### src/ucbmls_pkg.sv
package ucbmls_pkg;

  localparam logic [15:0] MIN_COMMITS_RST = 16'd30;
  localparam logic [31:0] LOG10_2_Q32     = 32'd1292913986;
  localparam logic [31:0] U32_MAX         = 32'hFFFF_FFFF;
  localparam logic [47:0] SUM_MAX         = 48'hFFFF_FFFF_FFFF;
  localparam logic [5:0]  LOG_STEPS       = 6'd24;
  localparam logic [5:0]  DIV_STEPS       = 6'd32;
  localparam logic [5:0]  SQRT_STEPS      = 6'd28;

  typedef enum logic [2:0] {
    ACT_NONE        = 3'd0,
    ACT_DRAIN_ROT   = 3'd1,
    ACT_ENABLE_ROT  = 3'd2,
    ACT_ROT_NO_HTM  = 3'd3,
    ACT_DISABLE_HTM = 3'd4
  } mode_action_e;

  typedef enum logic [3:0] {
    OP_NONE,
    OP_LATCH,
    OP_UPDATE,
    OP_LOG_LOAD,
    OP_NORM,
    OP_SQ_MUL,
    OP_SQ_NRM,
    OP_LOG10,
    OP_SCORE_INIT,
    OP_DEN_MUL,
    OP_DIV_LOAD,
    OP_DIV_STEP,
    OP_SQRT_LOAD,
    OP_SQRT_STEP,
    OP_COMPARE,
    OP_EMIT
  } dp_op_e;

  typedef enum logic [1:0] {
    EMIT_SKIP,
    EMIT_NEXT,
    EMIT_PICK
  } emit_kind_e;

  typedef enum logic [4:0] {
    S_IDLE,
    S_UPD,
    S_LOG_LOAD,
    S_NORM,
    S_SQ_MUL,
    S_SQ_NRM,
    S_LOG10,
    S_SCORE_INIT,
    S_DEN_MUL,
    S_DIV_LOAD,
    S_DIV,
    S_SQRT_LOAD,
    S_SQRT,
    S_COMPARE,
    S_EMIT_SKIP,
    S_EMIT_NEXT,
    S_EMIT_PICK
  } ctrl_state_e;

  typedef struct packed {
    dp_op_e     op;
    emit_kind_e emit;
  } dp_cmd_t;

  typedef struct packed {
    logic skip;
    logic need_pick;
    logic norm_done;
    logic out_free;
  } dp_status_t;

endpackage

### src/ucbmls_ctrl.sv
module ucbmls_ctrl #(
  parameter int NUM_LEVERS = 3
) (
  input  logic                             clk_i,
  input  logic                             rst_ni,
  input  logic                             in_valid_i,
  output logic                             in_ready_o,
  input  ucbmls_pkg::dp_status_t           status_i,
  output ucbmls_pkg::dp_cmd_t              cmd_o,
  output logic [$clog2(NUM_LEVERS)-1:0]    sel_o
);
  import ucbmls_pkg::*;

  localparam int LW = $clog2(NUM_LEVERS);

  ctrl_state_e   state_q, state_d;
  logic [5:0]    cnt_q;
  logic [LW-1:0] lev_q;
  logic          last_lev;

  assign last_lev = (lev_q == LW'(NUM_LEVERS - 1));
  assign sel_o    = lev_q;

  always_comb begin
    state_d = state_q;
    unique case (state_q)
      S_IDLE:       if (in_valid_i) state_d = S_UPD;
      S_UPD: begin
        if (status_i.skip) state_d = S_EMIT_SKIP;
        else if (status_i.need_pick) state_d = S_LOG_LOAD;
        else state_d = S_EMIT_NEXT;
      end
      S_LOG_LOAD:   state_d = S_NORM;
      S_NORM:       if (status_i.norm_done) state_d = S_SQ_MUL;
      S_SQ_MUL:     state_d = S_SQ_NRM;
      S_SQ_NRM:     state_d = (cnt_q == LOG_STEPS - 6'd1) ? S_LOG10 : S_SQ_MUL;
      S_LOG10:      state_d = S_SCORE_INIT;
      S_SCORE_INIT: state_d = S_DEN_MUL;
      S_DEN_MUL:    state_d = S_DIV_LOAD;
      S_DIV_LOAD:   state_d = S_DIV;
      S_DIV:        if (cnt_q == DIV_STEPS - 6'd1) state_d = S_SQRT_LOAD;
      S_SQRT_LOAD:  state_d = S_SQRT;
      S_SQRT:       if (cnt_q == SQRT_STEPS - 6'd1) state_d = S_COMPARE;
      S_COMPARE:    state_d = last_lev ? S_EMIT_PICK : S_DEN_MUL;
      S_EMIT_SKIP,
      S_EMIT_NEXT,
      S_EMIT_PICK:  if (status_i.out_free) state_d = S_IDLE;
      default:      state_d = S_IDLE;
    endcase
  end

  always_comb begin
    in_ready_o  = 1'b0;
    cmd_o.op    = OP_NONE;
    cmd_o.emit  = EMIT_SKIP;
    unique case (state_q)
      S_IDLE: begin
        in_ready_o = 1'b1;
        if (in_valid_i) cmd_o.op = OP_LATCH;
      end
      S_UPD:        if (!status_i.skip) cmd_o.op = OP_UPDATE;
      S_LOG_LOAD:   cmd_o.op = OP_LOG_LOAD;
      S_NORM:       cmd_o.op = OP_NORM;
      S_SQ_MUL:     cmd_o.op = OP_SQ_MUL;
      S_SQ_NRM:     cmd_o.op = OP_SQ_NRM;
      S_LOG10:      cmd_o.op = OP_LOG10;
      S_SCORE_INIT: cmd_o.op = OP_SCORE_INIT;
      S_DEN_MUL:    cmd_o.op = OP_DEN_MUL;
      S_DIV_LOAD:   cmd_o.op = OP_DIV_LOAD;
      S_DIV:        cmd_o.op = OP_DIV_STEP;
      S_SQRT_LOAD:  cmd_o.op = OP_SQRT_LOAD;
      S_SQRT:       cmd_o.op = OP_SQRT_STEP;
      S_COMPARE:    cmd_o.op = OP_COMPARE;
      S_EMIT_SKIP: begin
        cmd_o.emit = EMIT_SKIP;
        if (status_i.out_free) cmd_o.op = OP_EMIT;
      end
      S_EMIT_NEXT: begin
        cmd_o.emit = EMIT_NEXT;
        if (status_i.out_free) cmd_o.op = OP_EMIT;
      end
      S_EMIT_PICK: begin
        cmd_o.emit = EMIT_PICK;
        if (status_i.out_free) cmd_o.op = OP_EMIT;
      end
      default: cmd_o.op = OP_NONE;
    endcase
  end

  always_ff @(posedge clk_i or negedge rst_ni) begin
    if (!rst_ni) begin
      state_q <= S_IDLE;
      cnt_q   <= '0;
      lev_q   <= '0;
    end else begin
      state_q <= state_d;
      if (state_q == S_NORM || state_q == S_DIV_LOAD || state_q == S_SQRT_LOAD) begin
        cnt_q <= '0;
      end else if (state_q == S_SQ_NRM || state_q == S_DIV || state_q == S_SQRT) begin
        cnt_q <= cnt_q + 6'd1;
      end
      if (state_q == S_SCORE_INIT) begin
        lev_q <= '0;
      end else if (state_q == S_COMPARE && !last_lev) begin
        lev_q <= lev_q + LW'(1);
      end
    end
  end

endmodule

### config.mk
export PLATFORM = sky130hd
export DESIGN_NAME = ucbmls_ctrl
export DESIGN_NICKNAME = d
export VERILOG_FILES = /design/src/ucbmls_pkg.sv /design/src/ucbmls_ctrl.sv
export SDC_FILE = /design/constraint.sdc
export NUM_CORES = 1
export LEC_CHECK = 0
export ABC_CLOCK_PERIOD_IN_PS = 4700
export BUFFER_PORTS_ARGS = -buffer_cell sky130_fd_sc_hd__buf_2
export CAP_MARGIN = 0
export CELL_PAD_IN_SITES_DETAIL_PLACEMENT = 1
export CELL_PAD_IN_SITES_GLOBAL_PLACEMENT = 1
export CORE_MARGIN = 4
export CORE_UTILIZATION = 26
export DETAILED_ROUTE_END_ITERATION = 7
export GPL_ROUTABILITY_DRIVEN = 0
export GPL_TIMING_DRIVEN = 1
export HOLD_SLACK_MARGIN = 0.05
export PLACE_DENSITY_LB_ADDON = 0.1
export SYNTH_ARGS = -nofsm -noshare
export SYNTH_HDL_FRONTEND = slang
export SYNTH_SLANG_ARGS = --single-unit
### constraint.sdc
create_clock -name clk_i -period 4.7 [get_ports clk_i]
set_input_delay 0.235 -clock clk_i [delete_from_list [all_inputs] [get_ports clk_i]]
set_output_delay 0.235 -clock clk_i [all_outputs]
set_load 0.05 [all_outputs]
After elaboration in Yosys (flattened, before gate mapping)
Index checks and enable logic that the tools add are counted.
{"block": "totals", "reg_bits": 13, "in_bits": 7}
{"block": "op_classes", "reduce_logical": 11, "eq_ne": 25, "n_mux": 20, "addsub": 2}
{"op": "$pmux W5 S15", "count": 1}
{"op": "$pmux W4 S15", "count": 1}
{"op": "$eq A5 B4 Y1 const B", "count": 8}
{"op": "$mux W5", "count": 6}
{"op": "$eq A5 B3 Y1 const B", "count": 4}
{"op": "$eq A6 B5 Y1 const B", "count": 3}
{"op": "$mux W4", "count": 3}
{"op": "$mux W6", "count": 2}
{"op": "$eq A5 B2 Y1 const B", "count": 2}
{"op": "$mux W2", "count": 4}
{"op": "$ne A2 B2 Y1 const B", "count": 4}
{"op": "$add A6 B1 Y6 const B", "count": 1}
{"op": "$eq A5 B1 Y1 const B", "count": 1}
{"op": "$eq A5 B5 Y1 const B", "count": 1}
{"op": "$logic_not A5 Y1", "count": 1}
{"op": "$reduce_and A5 Y1", "count": 1}
{"op": "$logic_or A1 B1 Y1", "count": 4}
{"op": "$pmux W2 S2", "count": 1}
{"op": "$reduce_bool A2 Y1", "count": 2}
{"op": "$reduce_or A3 Y1", "count": 1}
{"op": "$add A2 B1 Y2 const B", "count": 1}
{"op": "$eq A2 B2 Y1 const B", "count": 1}
{"op": "$mux W1", "count": 2}
{"op": "$ne A2 B1 Y1 const B", "count": 1}
{"op": "other kinds (2)", "count": 2}

Logic depth before layout (Yosys ltp)
Gate-level depths: netlist of the first run.
{"block": "depth", "word_depth": 5, "mapped_depth": 7, "depth_no_buf": 7}

Worst setup path before layout of the first run
OpenSTA, ideal clock, no wires.
{"block": "synth_timing", "path_kind": "reg2out", "startpoint": "reg state_q[1]", "endpoint": "out cmd_o[3] in the netlist's numbering", "path_stages_with_launch": 5, "n_path_buf": 2, "required_ps": 4465, "arrival_time_ps": 2522, "setup_slack_ps": 1943, "cell_sequence": "dfrtp_1 -> buf_4 -> buf_2 -> o21a_1 -> o41ai_1"}
{"element": "start, declared", "line": "ucbmls_ctrl.sv:16", "text": "ctrl_state_e state_q, state_d;"}
{"element": "start signal, assigned", "line": "ucbmls_ctrl.sv:96", "text": "state_q <= state_d;"}
{"element": "end, declared", "line": "ucbmls_ctrl.sv:9", "text": "output ucbmls_pkg::dp_cmd_t cmd_o,"}

==> reports/results.tsv, run 1 <==
stage	metric	value	unit
power	power	0.0009307	W
sta	slew_violations	0	
clock_network	cts-buffers-inserted	3	
setup_path	crit_family	flip-flops	
global_routing	grt_pass1_vias	1013	
global_routing	grt_use_total	11.93	%
setup_path	critPathSlowestCell	dfrtp_1	
clock_network	clk-insertion-delay-late	240	ps
setup_path	critPathCapture	cmd_o[3]	
route	wl	2916	µm
setup_path	worst-path-buf-inv	2	
global_routing	grt_first_pass_wirelength	4940	µm
sta	setup-violations-final	0	
clock_network	cts_tree	yes	
layout	nNetsFinal	154	
global_routing	gr-total-overflow	0	
yosys	synth_enable_flop_cells	0	
layout	multiInputGateArea	653.1	µm²
setup_path	crit_start	state_q[1]	
clock_network	ctsRootBufferMaster	clkbuf_8	
sta	skew	2.172	ps
sta	worst_pin_slew	701.7	ps
placement	port_buffers	15	
sta	tns	0	ps
route	vias_per_cell	5.177	
layout	regArea	325.3	µm²
sta	fin_crit_sh	49.88	%
route	drt-wirelength-per-cell	15.19	µm
die	io_pins	16	
route	final_antenna_net_count	0	
die	die_w	71.66	µm
setup_path	r2r_slack	2570	ps
setup_path	r2r_start	state_q[4]	
setup_path	worst_path_largest_cell_delay	790	ps
setup_path	cp-start-kind	flop	
die	start_util	27.73	%
yosys	ys_seq_area_share	30.88	%
route	drtIter0Drc	55	
clock_network	cts_resized	0	
clock_network	clock-sinks	13	
sta	hold_viol	0	
yosys	synth_fp_nets	142	
route	vias	994	
layout	fillers	477	
sta	rsz0062_at_grt	no	
sta	slew_headroom	53.22	%
route	dr.pass1.iters	3	
flow_run	maxCapViolCount	0	
layout	n_antenna_cell	0	
power	peakVddDrop	0.2231	mV
die	core_area	3799	µm²
global_routing	antenna_found_initial	0	
setup_path	worstPathCellList	inv_1, and4_1, nand2_1, o32a_1, o41ai_1, buf_2	
setup_path	crit_arrival	2110	ps
yosys	yosys_warnings	0	
clock_network	cts_buffer_depth	2	
yosys	synth_seq_cells	13	
run_status	status	finished clean	
clock_network	h-tree-depth	1	
setup_path	cp.required	4470	ps
layout	layout-area-overhead-vs-synth	13.06	%
global_routing	grt_max_degree	23	
clock_network	clk_pin_slew_worst_paths	50	ps
sta	min_period	2345	ps
route	remaining_drc_errors	0	
die	dieHeight	71.66	µm
layout	drive_above_1_share	15.28	%
yosys	syn_inst	133	
power	p_per_area	781.4	nW/µm²
clock_network	post_cts.repair.setup_buffers	0	
setup_path	crit_type	reg2out	
setup_path	rr_endpoint	state_q[0]	
yosys	syn_area	1054	µm²
die	dieArea	5134	µm²
setup_path	cp-end-kind	output port	
setup_path	r2r_cells	5	
die	num_rows	22	
placement	dp_hpwl	2175	µm
sta	fmax	426.5	MHz
power	cellLeakagePower	0.5143	nW
setup_path	worstPathMaxFanout	21	
setup_path	cp_num_cells	6	
yosys	async_flop_share	100.0	%
yosys	syn_area_per_cell	7.921	µm²
yosys	yosys_most_used_dff	dfrtp_1	
yosys	synth.distinct_cells	46	
hold_path	hp-class	in2reg	
==> synthesized netlist by cell type, types with 3 or more instances <==
library cell	n	share of area, %
nand2_1	18	6.4
nor2_1	14	5.0
dfrtp_1	13	31
o21ai_0	11	5.2
a21oi_1	10	4.8
inv_1	5	1.8
mux2i_1	5	4.8
buf_2	3	1.4
clkbuf_1	3	1.1
nand3_1	3	1.4
nor4_1	3	1.8
xnor2_1	3	2.5
==> layer usage <==
layer	GRT usage (%)	part of all wire (%)	routed length, µm	vias to the layer above
met5	0	0	0	-
met4	1.879	0.41	12	0
met3	2.805	3.2	94	2
met2	17.55	43	1264	11
met1	17.79	53	1544	477
li1	-	-	-	504
==> power breakdown <==
part           leakage, nW   total, W  switching, W  internal, W
combinational        0.323   0.000572      0.000377     0.000194
clock               0.0228  0.0000970     0.0000373    0.0000597
sequential           0.168   0.000262      0.000113     0.000149
==> kinds of logic (layout without fill, tap and decap cells) <==
kind of cell             Yosys count  in the layout  synth area share, %
buffers and inverters             15             26                7.125
multiplexers                       6              6                6.176
XOR/XNOR                           4              4                3.326
flip-flops                        13             13                30.88
AND/OR/NAND/NOR                   56             56                27.32
AO/OA/AOI/OAI                     37             37                22.80
adder cells (fa/ha/maj)            2              2                2.375
==> stage by stage <==
step | util (%) | cell area [µm²] | instances | worst slack (ps) | hold WS (ps)
after floorplan | - | 1054 | 133 | 1943 | -60.59
after global placement | 29.91 | 1136 | 187 | 2560 | 148.5
after detailed placement | 29.91 | 1136 | 187 | 2578 | 141.0
after CTS | 31.36 | 1191 | 192 | 2312 | 323.0
after global routing | 31.36 | 1191 | 192 | 2057 | 353.4
final | 31.36 | 1191 | 192 | 2355 | 330.0
==> registers in the layout, indices dropped and copies added (netlist names) <==
name / count
sel_o: 2
state_q: 5
cnt_q: 6
==> cell usage in the layout, fill, tap and decap left out, types with 2 or more instances in the layout <==
master and instances:
nor3_1 2, clkbuf_8 3, a21oi_1 10, nor2_1 14, xnor2_1 3, o21ai_0 11
buf_2 15, inv_1 5, o41ai_1 2, nor4_1 3, ha_1 2, o21a_1 2
o31ai_1 2, nand2_1 18, nand3_1 3, mux2i_1 5, nand4_1 2, dfrtp_1 13
or3_1 2
==> worst min-delay path by stage <==
stage                            from         end  slack [ps]  cells past startpoint
final                     status_i[0]  state_q[4]         330                      2
after CTS                 status_i[0]  state_q[4]         320                      2
after floorplan                rst_ni    cnt_q[0]         -60                      0
after global routing      status_i[0]  state_q[4]         350                      2
after detailed placement       rst_ni    cnt_q[3]         140                      1
after global placement         rst_ni  state_q[1]         150                      1
==> timing repair <==
action | 4_1_cts | 5_1_grt
hold buffers | 1 | 0
endpoints found under the setup margin | 0 | 0
hold endpoints to repair | 13 | 0
==> final cells by class <==
type	count	share of cell area (%)
Clock buffer	4	3.782
Inverter	6	1.891
Multi-Input combinational cell	105	54.83
Sequential cell	13	27.31
Tap cell	48	5.042
Timing Repair Buffer	16	7.143
Note: power is estimated with default switching activity, not from simulation.
==> run 2: changes to the inputs <==
- ABC_AREA: not set -> 1
- ABC_CLOCK_PERIOD_IN_PS: 4700 -> 2400
- clock period: 4.7 -> 2.4 ns (I/O delays scaled with it)
==> run 2 against run 1 <==
Effect of this change: clock power up 110%; via count up 8.9%; first-iteration DRC count up 15%.
==> reports/results.tsv, run 2 <==
stage	metric	value	unit
clock_network	cts_buffer_depth	2	
setup_path	cp-start-kind	flop	
power	p_per_area	1495	nW/µm²
setup_path	cp-end-kind	output port	
power	peakVddDrop	0.4936	mV
route	dr.pass1.iters	4	
setup_path	r2r_start	cnt_q[0]	
layout	final_cell_mix	nand2_1 (48), inv_1 (20), nand3_1 (17)	
setup_path	crit_type	reg2out	
global_routing	grt_max_degree	14	
setup_path	worstPathMaxFanout	8	
die	num_rows	23	
die	dieArea	5351	µm²
setup_path	worst_path_largest_cell_delay	460	ps
setup_path	crit_start	state_q[3]	
yosys	yosys_warnings	0	
route	wl	3249	µm
clock_network	cts_tree	yes	
layout	top_register	cnt_q	
sta	rsz0062_at_grt	no	
global_routing	gr-total-overflow	0	
yosys	yosysTopAreaCell	dfrtp_1	
yosys	ys_seq_area_share	29.48	%
sta	slew_violations	0	
route	drtIter0Drc	63	
yosys	async_flop_share	100.0	%
die	start_util	27.20	%
global_routing	grt_first_pass_wirelength	5692	µm
hold_path	hp-class	in2reg	
placement	port_buffers	15	
placement	dp_hpwl	2713	µm
layout	largest_reg_flops	6	
setup_path	critPathSlowestCell	dfrtp_1	
global_routing	grt_pass1_vias	1215	
route	final_antenna_net_count	0	
yosys	synth_fp_nets	174	
yosys	netlist.area_leader.share	29.48	%
yosys	synth_enable_flop_cells	0	
global_routing	antenna_found_initial	0	
layout	nNetsFinal	195	
route	drt-wirelength-per-cell	13.83	µm
yosys	syn_area_per_cell	6.688	µm²
power	cellLeakagePower	0.7167	nW
clock_network	cts_resized	0	
layout	final_common_cell	nand2_1	
setup_path	cp.required	2280	ps
clock_network	clk-insertion-delay-late	250	ps
die	dieHeight	73.15	µm
clock_network	clk_pin_slew_worst_paths	60	ps
hold_path	hold_path_startpoint	status_i[2]	
sta	slew_headroom	78.41	%
yosys	synthTopCellsByCount	nand2_1 (48), inv_1 (20), nand3_1 (17)	
flow_run	maxCapViolCount	0	
yosys	syn_area	1104	µm²
sta	fmax	498.0	MHz
yosys	synth.distinct_cells	25	
sta	worst_pin_slew	323.6	ps
layout	layout-area-overhead-vs-synth	17.46	%
setup_path	crit_top_cell	nand2_1	
yosys	syn_inst	165	
sta	hold_viol	0	
sta	setup-violations-final	0	
yosys	yosysMostFrequentCell	nand2_1	
sta	skew	0.8979	ps
yosys	yosys_most_used_dff	dfrtp_1	
yosys	netlist_top_cells_area	dfrtp_1 (29%), nand2_1 (16%), nand3_1 (7.7%), inv_1 (6.8%), nand2_2 (5.1%)	
layout	final_util	31.95	%
global_routing	grt_use_total	13.87	%
setup_path	worstPathCellList	nor2_2, nand3_1, o21ai_2, nand2_1, nand2_1, nor3_2, nand2_1, buf_2	
route	vias_per_cell	4.604	
clock_network	ctsRootBufferMaster	clkbuf_8	
setup_path	crit_arrival	1890	ps
sta	min_period	2008	ps
clock_network	clock-sinks	13	
yosys	synth_seq_cells	13	
die	io_pins	16	
route	vias	1082	
sta	fin_crit_sh	83.67	%
layout	fillers	530	
layout	drive_above_1_share	27.03	%
die	die_w	73.15	µm
die	core_area	4058	µm²
sta	tns	0	ps
clock_network	h-tree-depth	1	
clock_network	cts-buffers-inserted	3	
placement	dp_cells	230	
layout	layout.cells.non_filler	235	
route	remaining_drc_errors	0	
layout	n_antenna_cell	0	
run_status	status	finished clean	
-- run 2: what timing repair did --
item                                   CTS  global route
endpoints found under the hold margin   13             0
hold buffers                             1             0
setup buffers                            0             0
-- run 2: cells by family after synthesis --
group	synth area share, %
xor+xnor	1.588
fa+ha+maj	2.267
compound gates	8.503
buf+inv	8.163
flops	29.48
simple gates	50.00
-- run 2: routing by layer --
layer  GRT usage [%]  part of all wire (%)
met3           2.204                   3.9
met5               0                     0
met2           22.54                    47
met4           4.303                   1.4
met1           18.68                    48
-- run 2: final timing paths --
| path | to | slack (ps) | cells after the start |
|---|---|---|---|
| worst max register to register | state_q[2] | 740 | 10 |
| worst min-delay path | state_q[0] | 220 | 4 |
| worst max-delay path | cmd_o[5] | 390 | 8 |
| min in group asynchronous | cnt_q[5] | 300 | 2 |
| worst min register to register | sel_o[0] | 510 | 1 |
| max in group asynchronous | state_q[1] | 1850 | 2 |
-- run 2: area by class of cell --
| class | instances | area (µm²) | area share [%] |
|---|---|---|---|
| timing repair buffer | 16 | 85.08 | 6.564 |
| tap | 50 | 62.56 | 4.826 |
| sequential | 13 | 325.3 | 25.10 |
| multi-input combinational | 128 | 688.2 | 53.09 |
| clock buffer | 4 | 45.04 | 3.475 |
| inverter | 24 | 90.09 | 6.950 |
-- run 2: power breakdown --
group | total, W | switching [W] | internal, W
logic | 0.00135 | 0.000982 | 0.000365
registers | 0.000389 | 0.0000992 | 0.000290
clock network | 0.000203 | 0.0000850 | 0.000118
total | 0.00194 | 0.00117 | 0.000772
-- run 2: worst max-delay path: cells and delay by family (launching register included) --
family | cells | cell delay (ps)
flip-flops | 1 | 460
AO/OA/AOI/OAI | 1 | 110
buffers and inverters | 1 | 250
AND/OR/NAND/NOR | 6 | 810
-- run 2: metrics by stage --
stage / area, µm² / worst slack (ps) / power, W / hold slack (ps)
3_5_place_dp: 1241 / 636.9 / 0.001753 / 35.68
5_1_grt: 1296 / 174.4 / 0.002128 / 283.7
2_1_floorplan: 1104 / 694.5 / 0.001436 / -175.6
4_1_cts: 1296 / 368.6 / 0.001966 / 227.0
6_report: 1296 / 392.0 / 0.001938 / 221.2
3_3_place_gp: 1241 / 720.4 / 0.001740 / 34.62
